$ cat src/hdl/two_level_page_walk_macros.svh
// Assertion helpers for the page walk RTL.
`ifndef TWO_LEVEL_PAGE_WALK_MACROS_SVH
`define TWO_LEVEL_PAGE_WALK_MACROS_SVH

// Same-cycle implication, sampled on clk_i, off during reset.
`define TLPW_ASSERT_NOW(label, ante, cons, msg) \
  label: assert property (@(posedge clk_i) disable iff (!rst_ni) (ante) |-> (cons)) \
    else $error(msg);

// Next-cycle implication, sampled on clk_i, off during reset.
`define TLPW_ASSERT_NEXT(label, ante, cons, msg) \
  label: assert property (@(posedge clk_i) disable iff (!rst_ni) (ante) |=> (cons)) \
    else $error(msg);

`endif

$ cat src/hdl/tlpw_pkg.sv
package tlpw_pkg;

  // Table store depth; a power of two, so the word index is a plain bit slice.
  localparam int unsigned TABLE_WORDS = 4096;
  localparam int unsigned IDX_W       = $clog2(TABLE_WORDS);

  localparam int unsigned CFG_ADDR_W  = 5;
  localparam int unsigned LEVELS      = 4;

  localparam logic [2:0] REG_PAGING_ENABLE = 3'd0;
  localparam logic [2:0] REG_DIR_BASE0     = 3'd1;
  localparam logic [2:0] REG_DIR_BASE1     = 3'd2;
  localparam logic [2:0] REG_DIR_BASE2     = 3'd3;
  localparam logic [2:0] REG_DIR_BASE3     = 3'd4;

  localparam logic OP_WRITE     = 1'b0;
  localparam logic OP_TRANSLATE = 1'b1;

  localparam logic [31:0] OFFSET_MASK = 32'h0000_0FFF;

  typedef enum logic [1:0] {
    FAULT_NONE        = 2'd0,
    FAULT_NOT_PRESENT = 2'd1,
    FAULT_PROTECTION  = 2'd2
  } fault_e;

  typedef enum logic [1:0] {
    ST_IDLE,
    ST_DIR,
    ST_TBL,
    ST_HOLD
  } walk_state_e;

  typedef struct packed {
    logic [LEVELS-1:0]            paging_enable;
    logic [LEVELS-1:0][31:0]      dir_base;
  } cfg_t;

  typedef struct packed {
    logic             en;
    logic             we;
    logic [IDX_W-1:0] addr;
    logic [31:0]      wdata;
  } mem_req_t;

  // Valid bit, then privilege field against the access level.
  function automatic fault_e check_entry(logic [31:0] entry, logic [1:0] level);
    fault_e f;
    if (!entry[0]) begin
      f = FAULT_NOT_PRESENT;
    end else if (entry[2:1] < level) begin
      f = FAULT_PROTECTION;
    end else begin
      f = FAULT_NONE;
    end
    return f;
  endfunction

  function automatic logic [IDX_W-1:0] word_index(logic [31:0] byte_addr);
    return byte_addr[IDX_W+1:2];
  endfunction

endpackage

$ cat src/hdl/tlpw_cfg_regs.sv
module tlpw_cfg_regs (
  input  logic                            clk_i,
  input  logic                            rst_ni,
  input  logic                            psel,
  input  logic                            penable,
  input  logic                            pwrite,
  input  logic [tlpw_pkg::CFG_ADDR_W-1:0] paddr,
  input  logic [31:0]                     pwdata,
  output logic [31:0]                     prdata,
  output logic                            pready,
  output tlpw_pkg::cfg_t                  cfg_o
);
  import tlpw_pkg::*;

  logic [LEVELS-1:0]       paging_enable_q;
  logic [LEVELS-1:0][31:0] dir_base_q;
  logic [2:0]              reg_idx;
  logic                    wr_en;

  assign reg_idx = paddr[4:2];
  assign wr_en   = psel && penable && pwrite;
  assign pready  = 1'b1;

  always_ff @(posedge clk_i or negedge rst_ni) begin
    if (!rst_ni) begin
      paging_enable_q <= '0;
      dir_base_q      <= '0;
    end else if (wr_en) begin
      unique case (reg_idx)
        REG_PAGING_ENABLE: paging_enable_q <= pwdata[LEVELS-1:0];
        REG_DIR_BASE0:     dir_base_q[0]   <= pwdata;
        REG_DIR_BASE1:     dir_base_q[1]   <= pwdata;
        REG_DIR_BASE2:     dir_base_q[2]   <= pwdata;
        REG_DIR_BASE3:     dir_base_q[3]   <= pwdata;
        default: ; // unmapped, dropped
      endcase
    end
  end

  always_comb begin
    unique case (reg_idx)
      REG_PAGING_ENABLE: prdata = {28'd0, paging_enable_q};
      REG_DIR_BASE0:     prdata = dir_base_q[0];
      REG_DIR_BASE1:     prdata = dir_base_q[1];
      REG_DIR_BASE2:     prdata = dir_base_q[2];
      REG_DIR_BASE3:     prdata = dir_base_q[3];
      default:           prdata = '0;
    endcase
  end

  assign cfg_o.paging_enable = paging_enable_q;
  assign cfg_o.dir_base      = dir_base_q;

endmodule

$ cat config.mk
export PLATFORM = sky130hd
export DESIGN_NAME = tlpw_cfg_regs
export DESIGN_NICKNAME = d
export VERILOG_FILES = /design/src/hdl/two_level_page_walk_macros.svh /design/src/hdl/tlpw_pkg.sv /design/src/hdl/tlpw_cfg_regs.sv
export SDC_FILE = /design/constraint.sdc
export NUM_CORES = 1
export LEC_CHECK = 0
export ABC_AREA = 1
export BUFFER_PORTS_ARGS = -buffer_cell sky130_fd_sc_hd__buf_2
export CAP_MARGIN = 15
export CELL_PAD_IN_SITES_DETAIL_PLACEMENT = 1
export CELL_PAD_IN_SITES_GLOBAL_PLACEMENT = 1
export CORE_MARGIN = 2
export CORE_UTILIZATION = 33
export CTS_CLUSTER_SIZE = 8
export DETAILED_ROUTE_END_ITERATION = 6
export GPL_TIMING_DRIVEN = 0
export PLACE_DENSITY = 0.78
export SLEW_MARGIN = 20
export SYNTH_ARGS = -nofsm -noshare
export SYNTH_HDL_FRONTEND = slang
export SYNTH_SLANG_ARGS = --single-unit
$ cat constraint.sdc
create_clock -name clk_i -period 0.8 [get_ports clk_i]
set_input_delay 0 -clock clk_i [delete_from_list [all_inputs] [get_ports clk_i]]
set_output_delay 0 -clock clk_i [all_outputs]
set_load 0.01 [all_outputs]
==> summary.md, run 1 <==
| Metric | Value |
|---|---|
| Distinct cells, synth | `22` |
| Crit path cell chain | `nand3_1 > o21ai_1 > inv_1 > nand2_1 > buf_2` |
| Register area share after synthesis | `0.531` |
| Period utilization | `1.64` |
| Clock transition at path regs | `approximately 0.06 ns` |
| Critical Path End Type | `output pin` |
| Die height | `141 µm` |
| Worst path top cell family by delay | `flip-flops` |
| Netlist Area Pre-Place | `6220 µm²` |
| Fin crit period | `1.31 ns` |
| Slew Limit Fails | `0` |
| Total grt overflow | `0` |
| Post-Syn Instances | `~720` |
| XOR/XNOR Fraction of Synth Area | `0` |
| Vias post-DR | `7498` |
| Die area | `20000 µm²` |
| Largest family of logic cells by synthesized area | `simple AND/OR/NAND/NOR gates` |
| Final hold violations | `between 100 and 150` |
| Crit path kind | `reg2out` |
| Clock Path Buffers | `2` |
| Pwr/cell area | `2500 nW/µm²` |
| Detailed placement HPWL | `17500 µm` |
| CTS Buf Count | `17` |
| # nets final | `1148` |
| Non-Filler Instances | `1355` |
| Status | `finished, violations left` |
| Core ar. | `18600 µm²` |
| VDD IR-drop max | `1.54 mV` |
| Vias/cell | `between 5 and 6` |
| Initial DRC count | `~470` |
| R2r startpoint | `cfg_o[110]` |
| Post-synthesis adder-cell area fraction | `0` |
| Max incr delay on CP | `0.36 ns` |
| CTS tree | `built` |
| Worst-margin pin slew | `between 0.7 and 0.8 ns` |
| Clk Tree Root Cell | `clkbuf_16` |
| Avg Inst Size Synth | `8.70 µm²` |
| GPL Wtd Cong | `about 0.80` |
| Setup TNS | `-48.41 ns` |
| # setup viols final | `around 230` |
| Final Util | `0.604` |
| Mux cell area share after synthesis | `0` |
| Sink Count | `132` |
| Vias in the first global route | `8115` |
| TritonRoute pass-1 iters | `5` |
| DRT Wirelength | `about 33000 µm` |
| DIE WIDTH | `141 µm` |
| Post-place setup slack | `-0.603 ns` |
| Commonest non-fill, non-tap cell in the layout | `buf_6` |
| Warnings, synthesis | `0` |
| Clk_skew | `0 ns` |
| FF+latch count, synth | `between 100 and 150` |
| Compound-Gate Fraction of Synth Area | `0.129` |
| Most frequent cells in the layout | `258 x buf_6, 166 x nand2_1, 132 x dfrtp_1, 98 x buf_2, 72 x nand3_1` |
| # DRC | `0` |
| Leakage | `5.58 nW` |
| Slew margin rel. | `0.523` |
| Layout cells sized above 1 | `0.498` |
| Layout area overhead | `80.4%` |
| Hold Crit Class | `in2async` |
| Slowest-stage cell, CP | `dfrtp_1` |
| Worst Setup SP | `cfg_o[96]` |
| Synth Net Count | `757` |
| Placed insts | `1152` |
| Starting Density | `0.335` |
| Largest net degree at the start of global routing | `69` |
| DR WL/cell | `24.7 µm` |
| # IOs | `207` |
| Fmax | `764 MHz` |
| WP data required | `0.80 ns` |
| Final setup margin | `-0.509 ns` |
| CP arrival | `1.31 ns` |
| Synth Area in Simple Gates | `0.251` |
| Clock Latency Late Sink | `0.42 ns` |
| Antenna viol nets, final | `0` |
| H-tree level count | `4` |
| Initial antenna violation count | `0` |
| R2r setup slk | `-0.17 ns` |
| First-pass GRT wire length | `47300 µm` |
| Global Route Usage Sum | `0.315` |
| Rows | `50` |
| Max-cap violations | `0` |
| Max Fanout on Critical Path | `2` |
| RSZ-0062 raised after global routing | `true` |
| Setup crit start kind | `flip-flop` |
| Failing checks | `hold timing, setup timing` |
| IO Port Bufs | `202` |
| Worst path bufs/invs | `2` |
| # hold bufs at CTS | `32` |
| Final hold slack | `-0.478 ns` |
-- power breakdown --
group | switching (mW) | internal, mW
clock | 3.10 | 5.63
sequential | 1.15 | 7.93
combinational | 4.56 | 5.65
-- state kept, by name, summed over array words and instances (netlist names) --
| register | cells |
|---|---|
| cfg_o | 128 |
| paging_enable_q | 4 |
-- synth_stat cells --
library cell / n / area (µm²)
nor2_4: 3 / 33.8
dfrtp_1: 132 / 3300
nand4_1: 32 / 200
nor2_1: 10 / 37.5
inv_1: 45 / 169
buf_4: 8 / 60.1
o21ai_0: 90 / 450
clkbuf_2: 1 / 5.00
nand3_2: 2 / 20.0
clkbuf_1: 12 / 45.0
nand2_2: 1 / 6.26
o21ai_1: 14 / 70.1
nand2_1: 201 / 754
nand3_1: 93 / 465
nand3_4: 2 / 35.0
conb_1: 1 / 3.75
o21ai_2: 32 / 280
buf_1: 1 / 3.75
buf_2: 14 / 70.1
nand2_4: 1 / 11.3
buf_6: 16 / 180
inv_2: 4 / 15.0
-- through the flow --
| stage | total power, mW | area [µm²] |
|---|---|---|
| floorplan | 11.2 | 6250 |
| global placement | 13.6 | 7560 |
| detailed placement | 13.9 | 7600 |
| CTS | 26.4 | 10600 |
| global route | 29.0 | 11200 |
| finish | 28.0 | 11200 |
-- cells by family after synthesis --
| family | after synthesis |
|---|---|
| other | 1 |
| buffers and inverters | 101 |
| flip-flops | 132 |
| AND/OR/NAND/NOR | 345 |
| AO/OA/AOI/OAI | 136 |
-- what timing repair did --
action / CTS / global route
pin swaps: 70 / 65
buffers inserted: 116 / 73
hold endpoints to repair: 214 / 64
setup endpoints to repair: 230 / 260
gates resized for setup: 272 / 213
-- worst register-to-register path, stage by stage, from the launching register on --
cell and delay, ns:
dfrtp_1 0.40, buf_6 0.13, buf_6 0.11, buf_6 0.11, nand2_2 0.06, o21ai_2 0.05
-- area by class of cell --
| cell class | count | area [µm²] |
|---|---|---|
| Multi-Input combinational cell | 482 | 2740 |
| Antenna cell | 2 | 5.00 |
| Timing Repair Buffer | 372 | 3570 |
| Clock buffer | 24 | 502 |
| Sequential cell | 132 | 3300 |
| Buffer | 52 | 482 |
| Inverter | 49 | 189 |
| Clock inverter | 8 | 145 |
| Fill cell | 2026 | 7360 |
| Tap cell | 234 | 293 |
-- per-layer routing --
layer | global-route usage | vias to the layer above | part of all wire
met5 | 0 | - | 0
met4 | 0.152 | 0 | 0.052
met3 | 0.0496 | 123 | 0.057
met2 | 0.552 | 366 | 0.51
met1 | 0.380 | 3839 | 0.38
li1 | - | 3170 | -
-- worst paths after layout --
check	end	cells after the start
max	prdata[0]	5
min	cfg_o[26]	1
max reg2reg	cfg_o[110]	5
min reg2reg	cfg_o[29]	2
max in group asynchronous	cfg_o[80]	2
min in group clk_i	cfg_o[33]	5
No activity file was read; power rests on OpenSTA's default activity.
==> run 2, diff against run 1 <==
--- a/config.mk
+++ b/config.mk
@@ -11,11 +11,11 @@
 export CELL_PAD_IN_SITES_DETAIL_PLACEMENT = 1
 export CELL_PAD_IN_SITES_GLOBAL_PLACEMENT = 1
 export CORE_MARGIN = 2
-export CORE_UTILIZATION = 33
+export CORE_UTILIZATION = 40
 export CTS_CLUSTER_SIZE = 8
 export DETAILED_ROUTE_END_ITERATION = 6
 export GPL_TIMING_DRIVEN = 0
-export PLACE_DENSITY = 0.78
+export PLACE_DENSITY = 0.88
 export SLEW_MARGIN = 20
 export SYNTH_ARGS = -nofsm -noshare
 export SYNTH_HDL_FRONTEND = slang
==> constraint.sdc (replaced) <==
create_clock -name clk_i -period 1.7 [get_ports clk_i]
set_input_delay 0 -clock clk_i [delete_from_list [all_inputs] [get_ports clk_i]]
set_output_delay 0 -clock clk_i [all_outputs]
set_load 0.01 [all_outputs]
==> run 2 against run 1 <==
  * The flow now finishes without violations
  * Clock power down 60%
  * Total power down 64%
  * Global-route usage up 0.70 points
  * Critical path depth up 3
  * Via count down 12%
  * Cell count down 14%
  * Clock skew unchanged
  * Critical endpoint is now prdata[2]
  * Largest cell class is now sequential cells
  * Highest routed layer unchanged
==> summary.md, run 2 (synthesis results as in run 1) <==
| Metric | Value |
|---|---|
| CTS tree | `built` |
| Clk Tree Root Cell | `clkbuf_16` |
| Fill cells | `1826 (-9.9%)` |
| Setup crit start kind | `primary input` |
| DRT Wirelength | `25800 µm (-23%)` |
| DIE WIDTH | `129 µm (-8.9%)` |
| Largest net degree at the start of global routing | `70 (+1.4%)` |
| Post-CTS Setup Inserts | `0 (-100%)` |
| Die area | `16600 µm² (-17%)` |
| DR WL/cell | `22.1 µm (-10%)` |
| Fmax | `697 MHz` |
| Clock transition at path regs | `0.06 ns (about the same)` |
| Most frequent cells in the layout | `215 x buf_2, 201 x nand2_1, 132 x dfrtp_1, 93 x nand3_1, 90 x o21ai_0` |
| Commonest non-fill, non-tap cell in the layout | `buf_2` |
| RSZ-0062 raised after global routing | `false` |
| Initial antenna violation count | `0 (unchanged)` |
| WP data required | `1.70 ns (+0.90 ns)` |
| Final Util | `0.551 (-0.0527)` |
| R2R cell count | `2 (-3)` |
| Vias post-DR | `6571 (-12%)` |
| Slew margin rel. | `0.497 (-0.0261)` |
| Rows | `45 (-10%)` |
| Max Fanout on Critical Path | `10 (+8)` |
| GPL Wtd Cong | `0.824 (+2.8%)` |
| Status | `finished clean` |
| Placed insts | `1106 (-4.0%)` |
| Max FFs per register | `128 (unchanged)` |
| Final hold violations | `0 (-100%)` |
| Clk_skew | `0 ns (unchanged)` |
| Global Route Usage Sum | `0.323 (+0.00701)` |
| Hold Startpoint | `paddr[4]` |
| Worst Hold Path EP | `cfg_o[96]` |
| Layout area overhead | `34.7%` |
| Hold Crit Class | `in2reg` |
| H-tree level count | `4 (unchanged)` |
| Crit path kind | `in2out` |
| Antenna viol nets, final | `0 (unchanged)` |
| Clock Latency Late Sink | `0.42 ns (about the same)` |
| # IOs | `207 (unchanged)` |
| Period utilization | `0.844` |
| Core ar. | `15200 µm² (-18%)` |
| Fin crit period | `1.44 ns` |
| Non-Filler Instances | `1169 (-14%)` |
| IO Port Bufs | `202 (unchanged)` |
| TritonRoute pass-1 iters | `4 (-1)` |
| Leakage | `4.46 nW (-20%)` |
| Vias/cell | `5.62 (+1.6%)` |
| Die height | `129 µm (-8.9%)` |
| # DRC | `0 (unchanged)` |
| R2r startpoint | `cfg_o[126]` |
| Initial DRC count | `397 (-15%)` |
| Pwr/cell area | `1200 nW/µm² (-52%)` |
| Critical Path End Type | `output pin` |
| CP arrival | `1.44 ns (+0.13 ns)` |
| R2r setup slk | `0.92 ns (+1.09 ns)` |
| Max-cap violations | `0 (unchanged)` |
| VDD IR-drop max | `0.670 mV (-56%)` |
| Starting Density | `0.409 (+0.0744)` |
| Slew Limit Fails | `0 (unchanged)` |
| # nets final | `1012 (-12%)` |
| Hold Path Stages | `4` |
| Layout cells sized above 1 | `0.319 (-0.179)` |
| Clock Path Buffers | `2 (unchanged)` |
| Diode count | `0 (-2)` |
| Vias in the first global route | `6940 (-14%)` |
| # setup viols final | `0 (-100%)` |
| Sink Count | `132 (unchanged)` |
| First-pass GRT wire length | `39700 µm (-16%)` |
| Reg-to-Reg End | `cfg_o[126]` |
| Worst-margin pin slew | `0.754 ns (+0.0391 ns)` |
| Detailed placement HPWL | `17000 µm (-3.0%)` |
| CTS Buf Count | `17 (unchanged)` |
| Total grt overflow | `0 (unchanged)` |
-- run 2: changes by cell type in the layout (fill, tap and decap cells not counted), sizes merged --
cell | before | now
clkinvlp | 2 | 0
bufinv | 4 | 1
dlygate4sd3 | 32 | 33
buf | 378 | 242
diode | 2 | 0
clkinv | 2 | 4
-- run 2: repair_timing --
| item | CTS | global route |
|---|---|---|
| hold buffers | 33 | 0 |
| endpoints found under the hold margin | 264 | 0 |
| gates resized for setup | 0 | 0 |
-- run 2: metrics by stage --
| step | instance area [µm²] | setup TNS (ns) | worst slack, ns | power [mW] | hold slack, ns |
|---|---|---|---|---|---|
| final | 8380 | 0 | 0.265 | 10.1 | 0.0922 |
| after global routing | 8380 | 0 | 0.170 | 10.5 | 0.0974 |
| after CTS | 8380 | 0 | 0.329 | 10.0 | 0.0807 |
| after detailed placement | 7500 | 0 | 0.339 | 6.51 | -0.0236 |
| after global placement | 7470 | -152.21 | -1.16 | 6.38 | 0.217 |
| after floorplan | 6220 | 0 | 0.792 | 5.28 | -0.296 |
-- run 2: final cells by class --
class,instances,area [µm²],share of cell area
Buffer,52,364,0.0435
Inverter,49,184,0.0220
Clock buffer,25,495,0.0591
Multi-Input combinational cell,482,2370,0.283
Clock inverter,5,50.0,0.00597
Sequential cell,132,3300,0.394
Timing Repair Buffer,236,1380,0.165
Tap cell,188,235,0.0281
-- run 2: how the worst max path moves through the flow --
stage | from | to | slack (ns) | cells past startpoint
floorplan | paddr[4] | cfg_o[66] | 0.79 | 7
finish | paddr[2] | prdata[2] | 0.26 | 8
CTS | paddr[2] | prdata[2] | 0.33 | 8
global route | paddr[2] | prdata[2] | 0.17 | 8
detailed placement | pwrite | cfg_o[66] | 0.34 | 5
global placement | rst_ni | cfg_o[26] | -1.16 | 1
-- run 2: where the power goes --
part           switching [mW]  internal (mW)
clock network            1.32           2.14
logic                    1.39          0.920
registers               0.559           3.74
-- run 2: layer usage --
layer  vias to the layer above  share of wire  GRT usage
met5                         -              0          0
met4                         0          0.036      0.148
met3                        77          0.063     0.0694
met2                       316           0.50      0.549
met1                      3286           0.41      0.394
li1                       2892              -          -
-- run 2: critical path: stages --
cell and delay, ns:
buf_2 0.16, inv_2 0.15, clkbuf_1 0.60, nand4_1 0.19, nand2_1 0.11, nor2_1 0.04
nand2_1 0.06, buf_2 0.13
