$ cat src/hdl/two_level_page_walk_macros.svh
// Assertion helpers for the page walk RTL.
`ifndef TWO_LEVEL_PAGE_WALK_MACROS_SVH
`define TWO_LEVEL_PAGE_WALK_MACROS_SVH

// Same-cycle implication, sampled on clk_i, off during reset.
`define TLPW_ASSERT_NOW(label, ante, cons, msg) \
  label: assert property (@(posedge clk_i) disable iff (!rst_ni) (ante) |-> (cons)) \
    else $error(msg);

// Next-cycle implication, sampled on clk_i, off during reset.
`define TLPW_ASSERT_NEXT(label, ante, cons, msg) \
  label: assert property (@(posedge clk_i) disable iff (!rst_ni) (ante) |=> (cons)) \
    else $error(msg);

`endif

$ cat src/hdl/tlpw_pkg.sv
package tlpw_pkg;

  // Table store depth; a power of two, so the word index is a plain bit slice.
  localparam int unsigned TABLE_WORDS = 4096;
  localparam int unsigned IDX_W       = $clog2(TABLE_WORDS);

  localparam int unsigned CFG_ADDR_W  = 5;
  localparam int unsigned LEVELS      = 4;

  localparam logic [2:0] REG_PAGING_ENABLE = 3'd0;
  localparam logic [2:0] REG_DIR_BASE0     = 3'd1;
  localparam logic [2:0] REG_DIR_BASE1     = 3'd2;
  localparam logic [2:0] REG_DIR_BASE2     = 3'd3;
  localparam logic [2:0] REG_DIR_BASE3     = 3'd4;

  localparam logic OP_WRITE     = 1'b0;
  localparam logic OP_TRANSLATE = 1'b1;

  localparam logic [31:0] OFFSET_MASK = 32'h0000_0FFF;

  typedef enum logic [1:0] {
    FAULT_NONE        = 2'd0,
    FAULT_NOT_PRESENT = 2'd1,
    FAULT_PROTECTION  = 2'd2
  } fault_e;

  typedef enum logic [1:0] {
    ST_IDLE,
    ST_DIR,
    ST_TBL,
    ST_HOLD
  } walk_state_e;

  typedef struct packed {
    logic [LEVELS-1:0]            paging_enable;
    logic [LEVELS-1:0][31:0]      dir_base;
  } cfg_t;

  typedef struct packed {
    logic             en;
    logic             we;
    logic [IDX_W-1:0] addr;
    logic [31:0]      wdata;
  } mem_req_t;

  // Valid bit, then privilege field against the access level.
  function automatic fault_e check_entry(logic [31:0] entry, logic [1:0] level);
    fault_e f;
    if (!entry[0]) begin
      f = FAULT_NOT_PRESENT;
    end else if (entry[2:1] < level) begin
      f = FAULT_PROTECTION;
    end else begin
      f = FAULT_NONE;
    end
    return f;
  endfunction

  function automatic logic [IDX_W-1:0] word_index(logic [31:0] byte_addr);
    return byte_addr[IDX_W+1:2];
  endfunction

endpackage

$ cat src/hdl/tlpw_walker.sv
module tlpw_walker (
  input  logic               clk_i,
  input  logic               rst_ni,
  input  tlpw_pkg::cfg_t     cfg_i,
  input  logic               in_valid_i,
  output logic               in_ready_o,
  input  logic               op_i,
  input  logic [31:0]        address_i,
  input  logic [31:0]        table_word_i,
  input  logic [1:0]         priv_level_i,
  input  logic [2:0]         rights_i,
  output tlpw_pkg::mem_req_t mem_req_o,
  input  logic [31:0]        mem_rdata_i,
  output logic               out_valid_o,
  input  logic               out_ready_i,
  output logic [31:0]        phys_addr_o,
  output logic [1:0]         fault_o
);
  import tlpw_pkg::*;
  `include "two_level_page_walk_macros.svh"

  walk_state_e state_q, state_d;

  logic [31:0] addr_q;
  logic [1:0]  level_q;
  logic [2:0]  rights_q;

  logic [31:0] hold_addr_q;
  fault_e      hold_fault_q;

  logic        out_valid_q;
  logic [31:0] out_addr_q;
  fault_e      out_fault_q;

  logic        accept;
  logic        out_free;
  logic        done;
  logic [31:0] res_addr;
  fault_e      res_fault;
  fault_e      entry_fault;
  logic [31:0] dir_word;
  logic [31:0] tbl_word;

  assign accept   = in_valid_i && in_ready_o;
  assign out_free = !out_valid_q || out_ready_i;

  assign dir_word = cfg_i.dir_base[priv_level_i] + {20'd0, address_i[31:22], 2'b00};
  // frame base has zero low bits, so the add is a concatenation
  assign tbl_word = {mem_rdata_i[31:12], addr_q[21:12], 2'b00};

  assign entry_fault = check_entry(mem_rdata_i, level_q);

  // result of the current step
  always_comb begin
    done      = 1'b0;
    res_addr  = '0;
    res_fault = FAULT_NONE;
    unique case (state_q)
      ST_IDLE: begin
        done     = accept && (op_i == OP_TRANSLATE) && !cfg_i.paging_enable[priv_level_i];
        res_addr = address_i;
      end
      ST_DIR: begin
        done      = (entry_fault != FAULT_NONE);
        res_fault = entry_fault;
      end
      ST_TBL: begin
        done = 1'b1;
        if (entry_fault != FAULT_NONE) begin
          res_fault = entry_fault;
        end else if ((mem_rdata_i[5:3] & rights_q) != rights_q) begin
          res_fault = FAULT_PROTECTION;
        end else begin
          res_addr = (mem_rdata_i & ~OFFSET_MASK) | (addr_q & OFFSET_MASK);
        end
      end
      ST_HOLD: ;
      default: ;
    endcase
  end

  always_comb begin
    state_d = state_q;
    unique case (state_q)
      ST_IDLE: begin
        if (accept && (op_i == OP_TRANSLATE)) begin
          if (cfg_i.paging_enable[priv_level_i]) begin
            state_d = ST_DIR;
          end else if (!out_free) begin
            state_d = ST_HOLD;
          end
        end
      end
      ST_DIR: begin
        if (entry_fault == FAULT_NONE) begin
          state_d = ST_TBL;
        end else begin
          state_d = out_free ? ST_IDLE : ST_HOLD;
        end
      end
      ST_TBL:  state_d = out_free ? ST_IDLE : ST_HOLD;
      ST_HOLD: state_d = out_free ? ST_IDLE : ST_HOLD;
      default: state_d = ST_IDLE;
    endcase
  end

  // memory port and input handshake
  always_comb begin
    in_ready_o      = (state_q == ST_IDLE);
    mem_req_o.en    = 1'b0;
    mem_req_o.we    = 1'b0;
    mem_req_o.addr  = word_index(dir_word);
    mem_req_o.wdata = table_word_i;
    unique case (state_q)
      ST_IDLE: begin
        if (accept) begin
          mem_req_o.we = (op_i == OP_WRITE);
          mem_req_o.en = (op_i == OP_WRITE) || cfg_i.paging_enable[priv_level_i];
          if (op_i == OP_WRITE) begin
            mem_req_o.addr = word_index(address_i);
          end
        end
      end
      ST_DIR: begin
        mem_req_o.en   = (entry_fault == FAULT_NONE);
        mem_req_o.addr = word_index(tbl_word);
      end
      ST_TBL:  ;
      ST_HOLD: ;
      default: ;
    endcase
  end

  always_ff @(posedge clk_i or negedge rst_ni) begin
    if (!rst_ni) begin
      state_q     <= ST_IDLE;
      out_valid_q <= 1'b0;
    end else begin
      state_q <= state_d;
      if ((done || (state_q == ST_HOLD)) && out_free) begin
        out_valid_q <= 1'b1;
      end else if (out_ready_i) begin
        out_valid_q <= 1'b0;
      end
    end
  end

  always_ff @(posedge clk_i) begin
    if (accept) begin
      addr_q   <= address_i;
      level_q  <= priv_level_i;
      rights_q <= rights_i;
    end
    if (done && !out_free) begin
      hold_addr_q  <= res_addr;
      hold_fault_q <= res_fault;
    end
    if (out_free) begin
      if (state_q == ST_HOLD) begin
        out_addr_q  <= hold_addr_q;
        out_fault_q <= hold_fault_q;
      end else if (done) begin
        out_addr_q  <= res_addr;
        out_fault_q <= res_fault;
      end
    end
  end

  assign out_valid_o = out_valid_q;
  assign phys_addr_o = out_addr_q;
  assign fault_o     = out_fault_q;

  `TLPW_ASSERT_NOW(a_write_only_on_accept, mem_req_o.en && mem_req_o.we,
    accept && (op_i == OP_WRITE), "table write outside an accepted write beat")
  `TLPW_ASSERT_NOW(a_hold_means_busy, state_q == ST_HOLD, out_valid_q,
    "result held while output register is free")
  `TLPW_ASSERT_NEXT(a_dir_read_issued, (state_q == ST_IDLE) && (state_d == ST_DIR),
    (state_q == ST_DIR) && $past(mem_req_o.en && !mem_req_o.we),
    "directory step without a read")
  `TLPW_ASSERT_NEXT(a_tbl_read_issued, (state_q == ST_DIR) && (state_d == ST_TBL),
    $past(mem_req_o.en && !mem_req_o.we), "table step without a read")
  `TLPW_ASSERT_NOW(a_fault_zero_addr, out_valid_q && (out_fault_q != FAULT_NONE),
    out_addr_q == 32'd0, "faulting result with non-zero address")

endmodule

$ cat config.mk
export PLATFORM = sky130hd
export DESIGN_NAME = tlpw_walker
export DESIGN_NICKNAME = d
export VERILOG_FILES = /design/src/hdl/tlpw_pkg.sv /design/src/hdl/tlpw_walker.sv
export VERILOG_INCLUDE_DIRS = /design/src /design/src/hdl
export SDC_FILE = /design/constraint.sdc
export NUM_CORES = 1
export LEC_CHECK = 0
export ABC_AREA = 1
export BUFFER_PORTS_ARGS = -buffer_cell sky130_fd_sc_hd__buf_2
export CORE_MARGIN = 4
export CORE_UTILIZATION = 30
export CTS_BUF_LIST = sky130_fd_sc_hd__clkbuf_16
export DETAILED_ROUTE_END_ITERATION = 6
export PLACE_DENSITY_LB_ADDON = 0.08
export SKIP_CTS_REPAIR_TIMING = 1
export SYNTH_ARGS = -nofsm -noshare
export SYNTH_HDL_FRONTEND = slang
export SYNTH_SLANG_ARGS = --single-unit
$ cat constraint.sdc
create_clock -name clk_i -period 3.3 [get_ports clk_i]
set_input_delay 0.66 -clock clk_i [delete_from_list [all_inputs] [get_ports clk_i]]
set_output_delay 0.66 -clock clk_i [all_outputs]
set_load 0.1 [all_outputs]
==> results of run 1 <==
power breakdown:
part	total [mW]	switching, mW	leakage (nW)	internal (mW)
Sequential	2.07	0.102	0.943	1.97
Clock	1.06	0.470	0.152	0.590
Combinational	5.52	4.19	2.50	1.33
Total	8.65	4.76	3.59	3.89
cells by family (layout without fill, tap and decap cells):
group	after synthesis	in the layout
flops	98	98
fa+ha+maj	16	16
xor+xnor	1	1
buf+inv	135	307
simple gates	292	292
compound gates	104	104
final cells by class:
type                    count  area [um^2]  share of cell area
clock buffers               9          225              0.0289
repair buffers            211         1420               0.183
multi-input cells         413         2530               0.325
well taps                 234          293              0.0376
flip-flops and latches     98         2930               0.376
inverters                  79          308              0.0396
clock inverters             7         70.1             0.00901
repair inverters            1         7.51            0.000965
routing by layer:
| metal | track usage | part of all wire | wire length, um | vias to the layer above |
|---|---|---|---|---|
| li1 | - | - | - | 2438 |
| met1 | 0.206 | 0.42 | 7680 | 2231 |
| met2 | 0.285 | 0.50 | 9100 | 185 |
| met3 | 0.0354 | 0.058 | 1060 | 31 |
| met4 | 0.0564 | 0.025 | 461 | 0 |
| met5 | 0 | 0 | 0 | - |
registers in the layout, summed over array words and instances, names as in the netlist:
name          cells
addr_q           22
out_valid_o       1
hold_addr_q      32
fault_o           2
phys_addr_o      32
rights_q          3
state_q           2
level_q           2
hold_fault_q      2
path summary, 6_finish.rpt:
| kind | from | slack [ns] | endpoint | depth (start not counted) |
|---|---|---|---|---|
| max | priv_level_i[1] | -0.03 | mem_req_o[36] | 14 |
| min | rst_ni | 0.10 | out_valid_o | 1 |
| max reg2reg | state_q[1] | 0.98 | phys_addr_o[24] | 8 |
| min reg2reg | hold_addr_q[23] | 0.52 | phys_addr_o[23] | 2 |
| max in group asynchronous | rst_ni | 3.09 | state_q[1] | 1 |
| min in group clk_i | rights_i[1] | 0.49 | rights_q[1] | 1 |
layout by cell type, fill, tap and decap left out, types with 4 or more instances in the layout:
cell       synthesis  layout
nor2_2             2       7
ha_1              15       5
nor2_4             3       5
inv_2              2       9
nor2_1            35      28
nand3_4            1       6
ha_4               0       6
ha_2               0       4
clkbuf_16          0      12
nand3_2            1       6
o211ai_1           8       8
o22ai_2            8      16
a21oi_1           10       4
edfxtp_1          95      95
a21oi_2            1       7
nand2_2            1      21
nand2_1          218     195
buf_2              3     155
o21ai_1            1      12
inv_1             75      69
o21ai_0           38      20
nand3_1           23      13
o21ai_2           22      29
buf_4             34      37
buf_12             0      12
through the flow:
stage	hold WS [ns]	instances	worst slack (ns)
floorplan	0.364	646	-0.598
global placement	0.460	1022	-0.216
detailed placement	0.460	1022	-0.250
CTS	0.0871	1038	-0.248
global route	0.0857	1052	-0.121
finish	0.103	1052	-0.0283
==> impl_metrics.py, run 1 <==
metrics = {
    "logic_synthesis": {
        "synth_largest_area_cell": "edfxtp_1",
        "ys_seq_elements": 98,
        "async_flop_share": 0.0306,
        "synth-adder-area-share": 0.0362,
        "avgSynthCellArea_um2": 8.87,
        "synth_top_family_by_area": "simple AND/OR/NAND/NOR gates",
        "ys_types": 37,
        "synth_area_mm2": 0.00573,
        "muxShareOfSynthArea": 0,
        "yosys.area_share.simple": 0.209,
        "synthXorXnorAreaFrac": 0.00153,
        "synth-main-ff-cell": "edfxtp_1",
        "ys_top_cells_by_area": "edfxtp_1 50%, nand2_1 14%, inv_1 4.9%",
        "synth_top_area_frac": 0.498,
        "synth_cells": 646,
        "synth_common_cells": "218 x nand2_1, 95 x edfxtp_1, 75 x inv_1",
        "syn_nets": 900,
        "synth_compound_area_frac": 0.125,
        "yosysMostFrequentCell": "nand2_1",
        "yosysSeqAreaShare": 0.511,
        "synth_edf_count": 95,
        "ys_warn_count": 0,
    },
    "critical_path": {
        "required_ns": 2.64,
        "cp.arrival_ns": 2.67,
        "path_buf_inv": 6,
        "critPathLaunchType": "primary input",
        "end_kind": "output port",
        "cp_slowest_stage_delay_ns": 0.37,
        "crit_fanout": 6,
        "cp_cell_sequence": "buf_12 -> buf_8 -> buf_6 -> o21ai_2 -> o22ai_2 -> buf_4 -> fa_2 -> nand3_2 -> nand3_4 -> a21oi_2 -> o21ai_2 -> buf_4 -> o211ai_1 -> clkbuf_16",
        "cpMaxStageDelayCell": "fa_2",
        "critPathKind": "in2out",
        "path_delay_family": "buffers and inverters",
    },
    "power_and_ir_drop": {
        "power_density_mw_per_mm2": 1110,
        "p_leak_nw": 3.59,
        "ir_drop_mv": 0.419,
        "finalPower_mw": 8.65,
    },
    "floorplan": {
        "start_util": 0.305,
        "dieHeight_um": 146,
        "rows": 50,
        "core-area_mm2": 0.0188,
        "die_x_um": 146,
        "die_area_mm2": 0.0214,
        "io_pins": 320,
    },
    "drt": {
        "num_vias": 4885,
        "drtAntennaViolNets": 0,
        "drt-pass1-iter-count": 4,
        "drc": 0,
        "routed_wl_mm": 18.3,
        "drt_iter0_drc": 237,
        "wl_per_cell_um": 17.4,
        "vias_per_cell": 4.64,
    },
    "layout": {
        "final_util": 0.415,
        "drive_above_1_share": 0.430,
        "area_delta_synth_final_pct": 35.7,
        "fin_area_mm2": 0.00778,
        "fillers": 1904,
        "nets": 1067,
        "num_antenna_cells": 0,
    },
    "grt": {
        "antenna_found_initial": 0,
        "grt_pass1_vias": 4957,
        "grt_max_degree": 34,
        "grt.total_usage": 0.165,
        "grt_pass1_wl_mm": 27.5,
        "grt-ovfl-total": 0,
    },
    "timing": {
        "slew_viol_final": 0,
        "period_share": 1.01,
        "max_freq_mhz": 300,
        "setup_viol": 1,
        "worst_pin_slew_ns": 0.649,
        "setup_tns_ns": -0.0283,
        "relSlewSlack": 0.567,
        "hold_viol": 0,
        "rsz0062_at_grt": "yes",
        "setup_ws_ns": -0.0283,
        "fin_worst_skew_ns": 0.0110,
        "fin_crit_ns": 3.33,
    },
    "placed_design": {
        "dp_hpwl_mm": 13.9,
        "port_buffers": 169,
        "dpl_cell_area_mm2": 0.00701,
        "gp_congestion": 0.832,
    },
    "status": {
        "outcome": "finished, violations left",
        "violations": "negative setup slack",
    },
    "clock_network": {
        "clk_path_buf_depth": 2,
        "cts_root_buf": "clkbuf_16",
        "worstSkewPairLatency_ns": 0.35,
        "cts_inserted_buffers": 9,
        "cts_tree": "done",
        "cts.clk_slew.worst_paths_ns": 0.06,
        "cts.sinks": 98,
        "htreeDepth": 3,
    },
    "min_path": {
        "hold_path.class": "in2async",
    },
    "job": {
        "drv_cap": 0,
    },
}
(Power assumes the default switching activity.)
==> run 2: changes to the inputs <==
REMOVE_ABC_BUFFERS = 1   (was unset)
==> run 2 against run 1 <==
Against the previous run:
- the run still ends with negative setup slack left
- worst setup slack got worse by 0.060 ns
- routed wire length is 17% higher
- core utilization grew 0.16 points
- critical path type unchanged
- largest cell class unchanged
- highest routed layer is now met5
==> impl_metrics.py, run 2 (same netlist as run 1, synthesis figures left out) <==
metrics = {
    "grt": {
        "grt.total_usage": 0.194,
        "grt_max_degree": 37,
        "grt-ovfl-total": 0,
        "grt_pass1_wl_mm": 31.4,
        "antenna_found_initial": 0,
        "grt_pass1_vias": 5146,
    },
    "floorplan": {
        "io_pins": 320,
        "die_area_mm2": 0.0214,
        "die_x_um": 146,
        "start_util": 0.305,
        "dieHeight_um": 146,
        "core-area_mm2": 0.0188,
        "rows": 50,
    },
    "clock_network": {
        "cts_inserted_buffers": 9,
        "worstSkewPairLatency_ns": 0.35,
        "cts.sinks": 98,
        "cts_root_buf": "clkbuf_16",
        "cts_tree": "done",
        "clk_path_buf_depth": 2,
        "htreeDepth": 3,
        "cts.clk_slew.worst_paths_ns": 0.07,
    },
    "critical_path": {
        "cp.arrival_ns": 2.73,
        "required_ns": 2.64,
        "worst-r2r-setup-slack_ns": 1.12,
        "critPathLaunchType": "primary input",
        "end_kind": "output port",
        "critPathKind": "in2out",
        "crit_fanout": 6,
    },
    "drt": {
        "num_vias": 5024,
        "wl_per_cell_um": 20.1,
        "vias_per_cell": 4.73,
        "met3_length_mm": 2.06,
        "drt_iter0_drc": 234,
        "drc": 0,
        "drt-pass1-iter-count": 6,
        "wl_met2_mm": 9.92,
        "drtAntennaViolNets": 0,
        "route.layer.met1.wl_mm": 8.89,
        "routed.top_layer": "met5",
        "routed_wl_mm": 21.3,
    },
    "power_and_ir_drop": {
        "p_seq_frac": 0.237,
        "p_switching_mw": 4.79,
        "clock_power_share": 0.135,
        "ir_drop_mv": 0.715,
        "power_density_mw_per_mm2": 1120,
        "power.internal_mw": 3.94,
        "p_leak_nw": 3.64,
        "combinationalPowerShare": 0.628,
        "sw_frac_of_total": 0.549,
    },
    "timing": {
        "setup_tns_ns": -0.238,
        "max_freq_mhz": 295,
        "setup_viol": 5,
        "period_share": 1.03,
        "fin_worst_skew_ns": 0.00908,
        "setup_ws_ns": -0.0883,
        "fin_crit_ns": 3.39,
        "rsz0062_at_grt": "yes",
        "worst_pin_slew_ns": 0.696,
        "relSlewSlack": 0.536,
        "slew_viol_final": 0,
        "hold_viol": 0,
    },
    "layout": {
        "layout_commonest_cell": "nand2_1",
        "final_util": 0.416,
        "area_delta_synth_final_pct": 36.3,
        "drive_above_1_share": 0.407,
        "num_antenna_cells": 0,
        "fin_area_mm2": 0.00781,
        "nets": 1078,
        "final_cell_mix": "208 x nand2_1, 154 x buf_2, 95 x edfxtp_1",
    },
    "placed_design": {
        "dp_hpwl_mm": 16.2,
        "gp_congestion": 0.853,
        "port_buffers": 169,
        "dpl_cell_area_mm2": 0.00705,
    },
    "min_path": {
        "hold_path.class": "in2async",
    },
    "status": {
        "outcome": "finished, violations left",
        "violations": "negative setup slack",
    },
    "job": {
        "drv_cap": 0,
    },
}
## run 2: cell count changes in the layout (fill, tap and decap cells not counted), moves of 4 or more
| cell | change |
|---|---|
| nand2_2 | -10 |
| nand3_4 | -4 |
| nand2_1 | +13 |
| buf_4 | +10 |
| inv_2 | -4 |
| buf_12 | +5 |
| o21ai_0 | -4 |
## run 2: final cells by class
cell class / instances / area, um^2
Tap cell: 234 / 293
Clock buffer: 9 / 225
Fill cell: 1895 / 11000
Clock inverter: 7 / 105
Inverter: 79 / 308
Timing Repair Buffer: 222 / 1550
Timing Repair inverter: 1 / 7.51
Multi-Input combinational cell: 413 / 2390
Sequential cell: 98 / 2930
## run 2: through the flow
step / setup slack [ns] / std cells / hold WS, ns / total power [mW]
2_1_floorplan: -1.99 / 590 / 0.364 / 5.89
3_3_place_gp: -0.326 / 1037 / 0.476 / 7.48
3_5_place_dp: -0.344 / 1037 / 0.477 / 7.47
4_1_cts: -0.348 / 1053 / 0.0908 / 8.68
5_1_grt: -0.209 / 1063 / 0.0902 / 9.16
6_report: -0.0883 / 1063 / 0.106 / 8.73
## run 2: power by group through the flow
stage / registers, mW / clock network, mW / logic, mW
2_1_floorplan: 3.75 / 0 / 2.14
3_3_place_gp: 2.10 / 0 / 5.38
3_5_place_dp: 2.10 / 0 / 5.38
4_1_cts: 2.08 / 1.21 / 5.40
5_1_grt: 2.11 / 1.26 / 5.78
6_report: 2.07 / 1.17 / 5.48
## run 2: worst max-delay path: stages
cell and delay (ns):
buf_12 0.13, buf_12 0.13, nor2_1 0.13, o22ai_2 0.11
ha_2 0.22, fa_2 0.40, buf_4 0.16, nand3_2 0.07
nand4_1 0.15, nand2_1 0.11, nand2_1 0.06, nand2_1 0.10
nand3_2 0.09, buf_12 0.18
## run 2: worst paths after layout
| check | end | cells past startpoint | start |
|---|---|---|---|
| setup reg to reg | phys_addr_o[21] | 8 | state_q[1] |
| hold / removal | out_valid_o | 1 | rst_ni |
| min in group clk_i | rights_q[2] | 1 | rights_i[2] |
| setup / recovery | mem_req_o[42] | 14 | priv_level_i[0] |
| max in group asynchronous | state_q[0] | 1 | rst_ni |
| hold reg to reg | phys_addr_o[26] | 2 | hold_addr_q[26] |
## run 2: per-layer routing
| metal | up-vias | global-route usage |
|---|---|---|
| met4 | 2 | 0.0588 |
| met5 | - | 0.0114 |
| met2 | 191 | 0.316 |
| li1 | 2464 | - |
| met1 | 2346 | 0.233 |
| met3 | 21 | 0.0854 |
==> run 3: changes to the inputs <==
ABC_AREA = unset   (was 1)
CAP_MARGIN = 20   (was unset)
==> run 3 against run 2 <==
Against the previous run:
- the run still ends with negative setup slack left
- worst setup slack lost 0.31 ns
- clock power shrank 13%
- die area shrank 10%
- synthesized area shrank 11%
- cell area shrank 11%
- routed wire length shrank 22%
- sequential power is essentially flat
- via count shrank 26%
- clock skew shrank 0.0021 ns
- global-route usage shrank 2.9 points
- final cell count shrank 28%
- critical path type unchanged
- largest cell class unchanged
- largest power group unchanged
- highest routed layer unchanged
==> impl_metrics.py, run 3 <==
metrics = {
    "critical_path": {
        "worstSetupPathDepth": 11,
        "path_buf_inv": 3,
        "worst-r2r-setup-slack_ns": 1.07,
        "critPathLaunchType": "primary input",
        "required_ns": 2.64,
        "crit_fanout": 6,
        "cp_cell_sequence": "buf_12 -> mux4_2 -> ha_4 -> fa_2 -> a211oi_2 -> o21bai_1 -> a21oi_2 -> xor2_1 -> o21ai_1 -> buf_4 -> buf_12",
        "cpMaxStageDelayCell": "mux4_2",
        "critPathKind": "in2out",
        "r2r_cells": 8,
        "path_delay_family": "compound AO/OA/AOI/OAI gates",
        "cp_slowest_stage_delay_ns": 0.55,
        "cp.arrival_ns": 3.04,
        "end_kind": "output port",
        "crit_path_frequent_cell": "buf_12",
    },
    "logic_synthesis": {
        "ys_types": 39,
        "yosysMostFrequentCell": "edfxtp_1",
        "synth-main-ff-cell": "edfxtp_1",
        "ys_warn_count": 0,
        "synth_area_mm2": 0.00511,
        "synth_common_cells": "95 x edfxtp_1, 34 x mux2_2, 33 x a22o_1",
        "avgSynthCellArea_um2": 14.3,
        "synth_cells": 358,
        "synth_top_area_frac": 0.558,
        "yosysSeqAreaShare": 0.573,
        "ys_top_cells_by_area": "edfxtp_1 56%, mux2_2 7.5%, mux4_2 5.7%",
        "synth_largest_area_cell": "edfxtp_1",
        "synth_edf_count": 95,
        "ys_seq_elements": 98,
        "async_flop_share": 0.0306,
    },
    "floorplan": {
        "rows": 47,
        "core-area_mm2": 0.0166,
        "dieHeight_um": 139,
        "start_util": 0.307,
        "io_pins": 320,
        "die_area_mm2": 0.0192,
        "die_x_um": 139,
    },
    "timing": {
        "fin_crit_ns": 3.70,
        "fin_worst_skew_ns": 0.00696,
        "setup_viol": 9,
        "rsz0062_at_grt": "yes",
        "hold_viol": 0,
        "worst_pin_slew_ns": 0.563,
        "setup_ws_ns": -0.399,
        "relSlewSlack": 0.622,
        "setup_tns_ns": -2.54,
        "period_share": 1.12,
        "max_freq_mhz": 270,
        "slew_viol_final": 0,
    },
    "layout": {
        "fillers": 1581,
        "multi_input_area_mm2": 0.00196,
        "drive_above_1_share": 0.564,
        "layout_commonest_cell": "buf_2",
        "nets": 794,
        "area_delta_synth_final_pct": 36.2,
        "seqCellArea_mm2": 0.00293,
        "num_antenna_cells": 0,
        "final_cell_mix": "154 x buf_2, 95 x edfxtp_1, 49 x buf_4",
    },
    "clock_network": {
        "cts_root_buf": "clkbuf_16",
        "htreeDepth": 3,
        "clk_path_buf_depth": 2,
        "worstSkewPairLatency_ns": 0.35,
        "cts.clk_slew.worst_paths_ns": 0.07,
        "cts.sinks": 98,
        "cts_tree": "done",
        "cts_inserted_buffers": 9,
    },
    "power_and_ir_drop": {
        "finalPower_mw": 7.95,
        "ir_drop_mv": 0.674,
        "power_density_mw_per_mm2": 1140,
        "combinationalPowerShare": 0.615,
        "p_seq_frac": 0.257,
        "p_switching_mw": 4.10,
        "power.internal_mw": 3.85,
        "clock_power_share": 0.128,
        "sw_frac_of_total": 0.516,
        "p_leak_nw": 2.83,
    },
    "drt": {
        "routed_wl_mm": 16.6,
        "drc": 0,
        "num_vias": 3699,
        "wl_per_cell_um": 21.7,
        "drt_iter0_drc": 241,
        "drtAntennaViolNets": 0,
        "drt-pass1-iter-count": 4,
        "vias_per_cell": 4.84,
    },
    "placed_design": {
        "dp_hpwl_mm": 12.9,
        "gp_congestion": 0.794,
        "port_buffers": 169,
        "post-place-ws_ns": -0.710,
    },
    "grt": {
        "grt.total_usage": 0.166,
        "grt_pass1_vias": 3875,
        "antenna_found_initial": 2,
        "grt_max_degree": 35,
        "grt_pass1_wl_mm": 24.0,
        "grt-ovfl-total": 0,
    },
    "job": {
        "drv_cap": 0,
    },
    "min_path": {
        "hold_path.class": "in2async",
    },
    "status": {
        "outcome": "finished, violations left",
        "violations": "negative setup slack",
    },
}
run 3: logic make-up (layout without fill, tap and decap cells):
family,count (synthesis),in the layout,synth area share
multiplexers,47,47,0.132
AO/OA/AOI/OAI,92,92,0.129
XOR/XNOR,9,9,0.0154
buffers and inverters,62,248,0.0752
flip-flops,98,98,0.573
AND/OR/NAND/NOR,34,34,0.0345
adder cells (fa/ha/maj),16,16,0.0406
run 3: metal layers:
metal	track usage	routed length [um]	share of wire	vias up
li1	-	-	-	1744
met1	0.190	6430	0.39	1756
met2	0.266	7780	0.47	163
met3	0.0791	1810	0.11	32
met4	0.0692	510	0.031	4
met5	0.0100	20	0.0012	-
run 3: final timing paths:
kind	end	from
min	out_valid_o	rst_ni
max in group asynchronous	state_q[0]	rst_ni
max	mem_req_o[38]	priv_level_i[0]
min in group clk_i	rights_q[1]	rights_i[1]
max reg2reg	phys_addr_o[7]	state_q[1]
min reg2reg	phys_addr_o[3]	hold_addr_q[3]
run 3: cell type report:
class / instances / share of cell area
clock buffers: 9 / 0.0324
clock inverters: 6 / 0.00737
inverters: 12 / 0.00647
multi-input cells: 198 / 0.281
flip-flops and latches: 98 / 0.421
well taps: 220 / 0.0395
repair buffers: 221 / 0.213
run 3: worst register-to-register path, stage by stage, from the launching register on:
cell,delay (ns)
dfrtp_1,0.41
inv_1,0.08
ha_1,0.20
buf_4,0.21
o21ai_0,0.14
o21ai_0,0.18
nor3_1,0.47
nor2_4,0.06
buf_12,0.20
run 3: power by group through the flow:
stage / clock [mW] / combinational, mW / sequential [mW]
final: 1.02 / 4.89 / 2.04
after global routing: 1.09 / 5.11 / 2.08
after CTS: 1.05 / 4.88 / 2.05
after detailed placement: 0 / 4.87 / 2.07
after global placement: 0 / 4.86 / 2.06
after floorplan: 0 / 1.89 / 3.54
run 3: stage by stage:
step	hold slack, ns	util	cell area [um^2]	std cells
floorplan	0.364	-	4770	308
CTS	0.0879	0.408	6790	763
global placement	0.465	0.391	6520	748
global route	0.0913	0.418	6960	764
finish	0.0952	0.418	6960	764
detailed placement	0.467	0.391	6520	748
